File: config.mk
export PLATFORM = sky130hd
export DESIGN_NAME = periodic_software_timer_table_top
export DESIGN_NICKNAME = d
export VERILOG_FILES = /design/src/hw/rtl/ptt_pkg.sv /design/src/hw/rtl/periodic_software_timer_table_top.sv /design/src/hw/rtl/ptt_cell.sv
export SDC_FILE = /design/constraint.sdc
export NUM_CORES = 1
export LEC_CHECK = 0
export BUFFER_PORTS_ARGS = -buffer_cell sky130_fd_sc_hd__buf_4
export CELL_PAD_IN_SITES_DETAIL_PLACEMENT = 1
export CELL_PAD_IN_SITES_GLOBAL_PLACEMENT = 2
export CORE_MARGIN = 2
export CORE_UTILIZATION = 40
export CTS_CLUSTER_DIAMETER = 100
export DETAILED_ROUTE_END_ITERATION = 10
export MAX_ROUTING_LAYER = met4
export PLACE_DENSITY_LB_ADDON = 0.2
export REMOVE_ABC_BUFFERS = 1
export SYNTH_ARGS = -nofsm -noshare
export SYNTH_HDL_FRONTEND = slang
export SYNTH_SLANG_ARGS = --single-unit
File: constraint.sdc
create_clock -name i_clk -period 5.1 [get_ports i_clk]
set_input_delay 0.765 -clock i_clk [delete_from_list [all_inputs] [get_ports i_clk]]
set_output_delay 0.765 -clock i_clk [all_outputs]
set_load 0.01 [all_outputs]
File: src/hw/rtl/ptt_pkg.sv
// ============================================================================
// ptt_pkg - shared types and constants of the periodic timer table
// Table size, status codes and the structures passed between the control
// logic and the timer cells.
// ============================================================================
package ptt_pkg;

    localparam int NUM_TIMERS = 16;
    localparam int CNT_W      = $clog2(NUM_TIMERS + 1);

    localparam int PERIOD_W = 16;
    localparam int CODE_W   = 8;
    localparam int INDEX_W  = 4;
    localparam int STATUS_W = 2;

    localparam logic [STATUS_W-1:0] STATUS_ADDED = 2'd0;
    localparam logic [STATUS_W-1:0] STATUS_FULL  = 2'd1;
    localparam logic [STATUS_W-1:0] STATUS_FIRED = 2'd2;
    localparam logic [STATUS_W-1:0] STATUS_QUIET = 2'd3;

    localparam logic REQ_ADD  = 1'b0;
    localparam logic REQ_TICK = 1'b1;

    // Broadcast control from the sequencer to every cell.
    typedef struct packed {
        logic tick;
        logic shift;
        logic write;
    } t_cell_ctrl;

    // Data written into the selected cell by an add transaction.
    typedef struct packed {
        logic [PERIOD_W-1:0] period;
        logic [CODE_W-1:0]   code;
    } t_entry_wr;

    // Firing report carried along the cell chain toward cell 0.
    typedef struct packed {
        logic               pend;
        logic [INDEX_W-1:0] index;
        logic [CODE_W-1:0]  code;
    } t_report;

endpackage

File: src/hw/rtl/periodic_software_timer_table_top.sv
// ============================================================================
// periodic_software_timer_table_top - table of periodic timers
// Adds timers to free entries and, on each tick, counts them down and
// reports the ones that fire.
// ============================================================================
// An add transaction writes the next free cell, if any, and gives one result
// (added or table full). A tick transaction updates every cell in the cycle
// it is accepted, then the firing reports move one cell per cycle, while the
// output side is not stalled, along the cell chain to the output register.
// The walk stops as soon as no report is left behind the head of the chain,
// so a tick occupies the block for the shortest time when nothing or only
// entry 0 fires and for the longest when the highest entry fires, and for
// longer while the output side is stalled. A tick on which nothing fires gives
// a single "no firing" result. The final result of every request carries tlast.
module periodic_software_timer_table_top (
    input  logic        i_clk,
    input  logic        i_rst_n,
    input  logic        i_s_axis_tvalid,
    output logic        o_s_axis_tready,
    input  logic [23:0] i_s_axis_tdata,  // period[15:0], action_code[23:16]
    input  logic        i_s_axis_tuser,  // req_type[0]
    output logic        o_m_axis_tvalid,
    input  logic        i_m_axis_tready,
    output logic [15:0] o_m_axis_tdata,  // status[1:0], timer_index[5:2],
                                         // fired_code[13:6], zero[15:14]
    output logic        o_m_axis_tlast   // last
);

    localparam logic ST_IDLE = 1'b0;
    localparam logic ST_WALK = 1'b1;

    localparam int N = ptt_pkg::NUM_TIMERS;

    logic                           r_state;
    logic                           n_state;
    logic [ptt_pkg::CNT_W-1:0]      r_used_cnt;
    logic                           r_any;
    logic                           n_any;

    logic                           r_m_valid;
    logic                           n_m_valid;
    logic [ptt_pkg::STATUS_W-1:0]   r_status;
    logic [ptt_pkg::STATUS_W-1:0]   n_status;
    logic [ptt_pkg::INDEX_W-1:0]    r_index;
    logic [ptt_pkg::INDEX_W-1:0]    n_index;
    logic [ptt_pkg::CODE_W-1:0]     r_code;
    logic [ptt_pkg::CODE_W-1:0]     n_code;
    logic                           r_last;
    logic                           n_last;

    ptt_pkg::t_cell_ctrl            cell_ctrl;
    ptt_pkg::t_entry_wr             entry_wr;
    ptt_pkg::t_report               report [N+1];
    logic [N-1:0]                   pend_vec;
    logic [N-1:0]                   sel_vec;

    logic in_acc;
    logic out_free;
    logic is_add;
    logic full;
    logic more;

    assign out_free        = !r_m_valid || i_m_axis_tready;
    assign o_s_axis_tready = (r_state == ST_IDLE) && out_free;
    assign in_acc          = i_s_axis_tvalid && o_s_axis_tready;
    assign is_add          = (i_s_axis_tuser == ptt_pkg::REQ_ADD);
    assign full            = (r_used_cnt == ptt_pkg::CNT_W'(N));

    assign entry_wr.period = i_s_axis_tdata[15:0];
    assign entry_wr.code   = i_s_axis_tdata[23:16];

    assign cell_ctrl.write = in_acc && is_add && !full;
    assign cell_ctrl.tick  = in_acc && (i_s_axis_tuser == ptt_pkg::REQ_TICK);
    assign cell_ctrl.shift = (r_state == ST_WALK) && out_free;

    // The last cell shifts in an empty report.
    assign report[N] = '0;

    for (genvar g = 0; g < N; g++) begin : g_cell
        assign sel_vec[g]  = (r_used_cnt == ptt_pkg::CNT_W'(g));
        assign pend_vec[g] = report[g].pend;

        ptt_cell u_cell (
            .i_clk         (i_clk),
            .i_rst_n       (i_rst_n),
            .i_ctrl        (cell_ctrl),
            .i_sel         (sel_vec[g]),
            .i_wr          (entry_wr),
            .i_cell_index  (ptt_pkg::INDEX_W'(g)),
            .i_report_next (report[g+1]),
            .o_report      (report[g])
        );
    end

    // Reports still waiting behind the head of the chain.
    assign more = |(pend_vec >> 1);

    always_comb begin
        n_state   = r_state;
        n_any     = r_any;
        n_m_valid = r_m_valid && !i_m_axis_tready;
        n_status  = r_status;
        n_index   = r_index;
        n_code    = r_code;
        n_last    = r_last;
        unique case (r_state)
            ST_IDLE: begin
                if (in_acc) begin
                    if (is_add) begin
                        n_m_valid = 1'b1;
                        n_status  = full ? ptt_pkg::STATUS_FULL : ptt_pkg::STATUS_ADDED;
                        n_index   = full ? '0 : r_used_cnt[ptt_pkg::INDEX_W-1:0];
                        n_code    = '0;
                        n_last    = 1'b1;
                    end else begin
                        n_state = ST_WALK;
                        n_any   = 1'b0;
                    end
                end
            end
            ST_WALK: begin
                if (out_free) begin
                    if (report[0].pend) begin
                        n_m_valid = 1'b1;
                        n_status  = ptt_pkg::STATUS_FIRED;
                        n_index   = report[0].index;
                        n_code    = report[0].code;
                        n_last    = !more;
                        n_any     = 1'b1;
                        if (!more) begin
                            n_state = ST_IDLE;
                        end
                    end else if (!more) begin
                        n_state = ST_IDLE;
                        if (!r_any) begin
                            n_m_valid = 1'b1;
                            n_status  = ptt_pkg::STATUS_QUIET;
                            n_index   = '0;
                            n_code    = '0;
                            n_last    = 1'b1;
                        end
                    end
                end
            end
            default: begin
                n_state = ST_IDLE;
            end
        endcase
    end

    always_ff @(posedge i_clk) begin
        if (!i_rst_n) begin
            r_state    <= ST_IDLE;
            r_used_cnt <= '0;
            r_any      <= 1'b0;
            r_m_valid  <= 1'b0;
        end else begin
            r_state   <= n_state;
            r_any     <= n_any;
            r_m_valid <= n_m_valid;
            if (cell_ctrl.write) begin
                r_used_cnt <= r_used_cnt + 1'b1;
            end
        end
    end

    always_ff @(posedge i_clk) begin
        r_status <= n_status;
        r_index  <= n_index;
        r_code   <= n_code;
        r_last   <= n_last;
    end

    assign o_m_axis_tvalid = r_m_valid;
    assign o_m_axis_tdata  = {2'b00, r_code, r_index, r_status};
    assign o_m_axis_tlast  = r_last;

`ifndef SYNTHESIS
    a_idle_chain_empty: assert property (@(posedge i_clk) disable iff (!i_rst_n)
        (r_state == ST_IDLE) |-> (pend_vec == '0))
        else $error("firing reports left in the chain while idle");

    a_used_bound: assert property (@(posedge i_clk) disable iff (!i_rst_n)
        r_used_cnt <= ptt_pkg::CNT_W'(N))
        else $error("timer count exceeds table size");

    a_full_result: assert property (@(posedge i_clk) disable iff (!i_rst_n)
        (in_acc && is_add && full) |=>
            (r_m_valid && (r_status == ptt_pkg::STATUS_FULL) && r_last))
        else $error("add to a full table did not report table full");

    a_tick_walk: assert property (@(posedge i_clk) disable iff (!i_rst_n)
        cell_ctrl.tick |=> (r_state == ST_WALK))
        else $error("tick did not start the report walk");

    a_walk_last: assert property (@(posedge i_clk) disable iff (!i_rst_n)
        ((r_state == ST_WALK) && (n_state == ST_IDLE) && r_any && out_free
            && !report[0].pend) |-> (r_last || !r_m_valid || i_m_axis_tready))
        else $error("walk ended without a final result");
`endif

endmodule

File: src/hw/rtl/ptt_cell.sv
// ============================================================================
// ptt_cell - one entry of the periodic timer table
// Holds the period, remaining count and action code of one timer, plus one
// slot of the report chain that is shifted toward cell 0 after a tick.
// ============================================================================
module ptt_cell (
    input  logic                             i_clk,
    input  logic                             i_rst_n,
    input  ptt_pkg::t_cell_ctrl              i_ctrl,
    input  logic                             i_sel,
    input  ptt_pkg::t_entry_wr               i_wr,
    input  logic [ptt_pkg::INDEX_W-1:0]      i_cell_index,
    input  ptt_pkg::t_report                 i_report_next,
    output ptt_pkg::t_report                 o_report
);

    logic                          r_used;
    logic [ptt_pkg::PERIOD_W-1:0]  r_reload;
    logic [ptt_pkg::PERIOD_W-1:0]  r_count;
    logic [ptt_pkg::CODE_W-1:0]    r_code;
    logic                          r_pend;
    logic [ptt_pkg::INDEX_W-1:0]   r_rep_index;
    logic [ptt_pkg::CODE_W-1:0]    r_rep_code;

    logic fire;

    assign fire = r_used && (r_count == '0);

    always_ff @(posedge i_clk) begin
        if (i_ctrl.write && i_sel) begin
            r_reload <= i_wr.period;
            r_count  <= i_wr.period;
            r_code   <= i_wr.code;
        end else if (i_ctrl.tick && r_used) begin
            if (fire) begin
                r_count <= r_reload;
            end else begin
                r_count <= r_count - 1'b1;
            end
        end
    end

    always_ff @(posedge i_clk) begin
        if (!i_rst_n) begin
            r_used <= 1'b0;
            r_pend <= 1'b0;
        end else begin
            if (i_ctrl.write && i_sel) begin
                r_used <= 1'b1;
            end
            if (i_ctrl.tick) begin
                r_pend <= fire;
            end else if (i_ctrl.shift) begin
                r_pend <= i_report_next.pend;
            end
        end
    end

    always_ff @(posedge i_clk) begin
        if (i_ctrl.tick) begin
            r_rep_index <= i_cell_index;
            r_rep_code  <= r_code;
        end else if (i_ctrl.shift) begin
            r_rep_index <= i_report_next.index;
            r_rep_code  <= i_report_next.code;
        end
    end

    assign o_report.pend  = r_pend;
    assign o_report.index = r_rep_index;
    assign o_report.code  = r_rep_code;

endmodule

==> summary.md <==
| Metric | Value |
|---|---|
| Outcome | finished clean |
| Worst path max stage delay | 0.93 ns |
| Async S/R FF share, synth | 0% |
| Largest net degree at the start of global routing | 71 |
| Hold WS | 0.452 ns |
| # H-tree levels | 3 |
| Root Driver | clkbuf_16 |
| Congestion Overflow GR | 0 |
| Std cell rows | 114 |
| Most frequent cell after synthesis | nand2_1 |
| First-pass GRT wire length | 163 mm |
| Via count | 26354 |
| Worst Slack Setup Final | 1.26 ns |
| Synth-to-Final Area Change | 12.5% |
| Layout Skew | 0.0276 ns |
| Max Cap Viol | 0 |
| Number of enable flip-flop cells after synthesis | 783 |
| Pre-CTS WS | 0.942 ns |
| Final setup viols | 0 |
| Final antenna-violating net count | 0 |
| TritonCTS clock tree | yes |
| RSZ-0062 raised after global routing | no |
| # placed instances | 4601 |
| Fin. Hold Viols | 0 |
| Area contributors post-synth | edfxtp_1 61%, nand2_1 7.9%, dfxtp_1 5.0%, o21ai_0 4.0%, nor2_1 2.0% |
| Post-route clock period utilization | 75.3% |
| Worst skew pair latency | 0.68 ns |
| Slew headroom | 17.5% |
| Drt initial violations | 2105 |
| DRT Wirelength | 105 mm |
| CTS max path bufs | 3 |
| Final RePlAce weighted congestion | 0.805 |
| Core box area | 96300 sq um |
| Dpl hpwl | 62.4 mm |
| VDD IR max | 232 uV |
| Ys flop type | edfxtp_1 |
| Crit Path Class | flop to flop |
| TritonCTS buffer count | 99 |
| Die H | 315 microns |
| WP data required | 5.58 ns |
| DIE AREA | 99100 sq um |
| Mean post-synth cell area | 11.3 sq um |
| Min-delay worst type | flop to flop |
| Total clock sinks | 880 |
| Register area share after synthesis | 65.9% |
| Crit path cell chain | nand4bb_1 > nor3_2 > nand2_1 > inv_2 > nor2_1 > a211oi_1 |
| CP max FO | 47 |
| Initial antenna violation count | 8 |
| Share of the synthesized area in the top cell type | 60.8% |
| Area leader, netlist | edfxtp_1 |
| Post-CTS Repair Setup Buffers | 0 |
| Max Slew Vio Count | 0 |
| Nets | 3476 |
| Io pins | 48 |
| # fillers | 10250 |
| Routed wire length per instance | 21.9 microns |
| Initial core utilization | 40.1% |
| Achievable Freq | 260 MHz |
| Post-synthesis register bit count | 880 |
| Finished Layout Cells | 4787 |
| Vias in the first global route | 27280 |
| PostCTS Resize Cnt | 0 |
| Buf+Inv Stages, Crit Path | 1 |
| Slew @ Worst Pin | 1.23 ns |
| Crit path DAT | 4.32 ns |
| Most instantiated cells after synthesis | 815 x nand2_1, 783 x edfxtp_1, 308 x o21ai_0 |
| DR vias/cell | 5.51 |
| Worst-path clk slew | 0.06 ns |
| Syn. warnings | 0 |
| Critical Path Sink Type | flop |
| Ratio of cells with drive above 1 in the final layout | 7.69% |
| Min Tclk post-route | 3.84 ns |
| CP delay by family, top | simple AND/OR/NAND/NOR gates |
| Cts hold-fix bufs | 0 |
| P_leak | 15.1 nW |
| Crit-path slowest cell | nor3_2 |
| Tot GR Track Use | 21.8% |
| Die width | 315 microns |
| Critical path startpoint category | flop |
| DRT Pass-1 Iters | 5 |
| Pwr Density | 371 nW/um^2 |
| Remaining DRCs | 0 |
| Cell count after synthesis | 3413 |
| IO buf count | 45 |
| Unique cell type count in the Yosys netlist | 79 |
| Post-Syn Area | 38600 sq um |
| Final TNS setup | 0 ns |
-- cell type report --
class | count | area [sq um] | area share (%)
tap | 1276 | 1600 | 3.67
timing repair buffer | 85 | 713 | 1.64
inverter | 74 | 283 | 0.650
clock buffer | 140 | 2770 | 6.38
antenna | 2 | 5.00 | 0.0115
clock inverter | 44 | 397 | 0.912
multi-input combinational | 2286 | 12300 | 28.2
sequential | 880 | 25500 | 58.5
-- tightest hold or removal path, cell delays in order (launching register included) --
cell and delay, ns:
dfxtp_1 0.31, nand2_1 0.05, a21oi_1 0.05
-- logic make-up (layout without fill, tap and decap cells) --
family / count (synthesis) / count (layout) / share of synthesized area, %
adders and majority gates: 21 / 21 / 0.680
DFF: 880 / 880 / 65.9
AOI/OAI and AO/OA: 582 / 582 / 8.84
muxes: 63 / 63 / 1.65
other: 1 / 4 / 0.00970
buffers and inverters: 248 / 343 / 2.53
xor gates and xnor gates: 141 / 141 / 3.20
and+or+nand+nor: 1477 / 1477 / 17.2
-- registers in the layout (all words and copies together), names as in the netlist --
| register | flops |
|---|---|
| g_cell.u_cell.r_rep_code | 128 |
| g_cell.u_cell.r_used | 16 |
| r_index | 4 |
| r_code | 8 |
| g_cell.u_cell.r_rep_index | 57 |
| g_cell.u_cell.r_pend | 16 |
| g_cell.u_cell.r_count | 256 |
| r_any | 1 |
| r_state | 1 |
| r_used_cnt | 5 |
| o_m_axis_tlast | 1 |
| g_cell.u_cell.r_reload | 256 |
| r_status | 2 |
| o_m_axis_tvalid | 1 |
| g_cell.u_cell.r_code | 128 |
-- power by group --
part / switching [mW] / internal, mW
clock network: 2.94 / 4.09
logic: 0.592 / 0.217
registers: 0.130 / 8.15
total: 3.66 / 12.5
-- path summary, 6_finish.rpt --
path | from | end | slack [ns] | depth (start not counted)
max | r_state | g_cell[5].u_cell.r_count[15] | 1.26 | 6
min | g_cell[11].u_cell.r_rep_index[0] | g_cell[10].u_cell.r_rep_index[0] | 0.45 | 2
max reg2reg | r_state | g_cell[5].u_cell.r_count[15] | 1.26 | 6
min reg2reg | g_cell[11].u_cell.r_rep_index[0] | g_cell[10].u_cell.r_rep_index[0] | 0.45 | 2
-- per-stage QoR --
stage	utilization, %	instance area (sq um)	total power [mW]
2_1_floorplan	-	38000	8.84
3_3_place_gp	41.9	40300	9.23
3_5_place_dp	41.9	40300	9.26
4_1_cts	45.2	43500	16.3
5_1_grt	45.2	43500	16.7
6_report	45.2	43500	16.1
-- routing by layer --
layer  wire length [microns]  up-vias  GRT usage [%]
met5                       0        -              -
met4                    2630        0           5.95
met3                    4070      151           3.03
met2                   48900      472           34.2
met1                   49300    13394           29.8
li1                        -    12337              -
-- layout by cell type, fill, tap and decap left out, types with 11 or more instances in the layout --
cell type    n
a21oi_1     87
edfxtp_1   783
o31ai_1     40
xor2_1      63
or4_1       27
clkbuf_8    12
nor2_1     201
o21ai_0    308
clkbuf_1    28
dfxtp_1     97
or2_2       16
nand4b_1    12
nand3b_1    16
o21a_1      22
xnor2_1     78
clkbuf_16  100
and3_1      29
nand4_1     27
nand3_1     90
or3_1       21
clkinv_1    26
buf_4       79
and2_1      19
nor3_1      83
a31oi_1     25
mux2i_1     56
nor4_1      50
nand2_1    814
inv_1       61
nand2b_1    22
ha_1        21
clkinv_2    11
No activity file was read; power rests on OpenSTA's default activity.
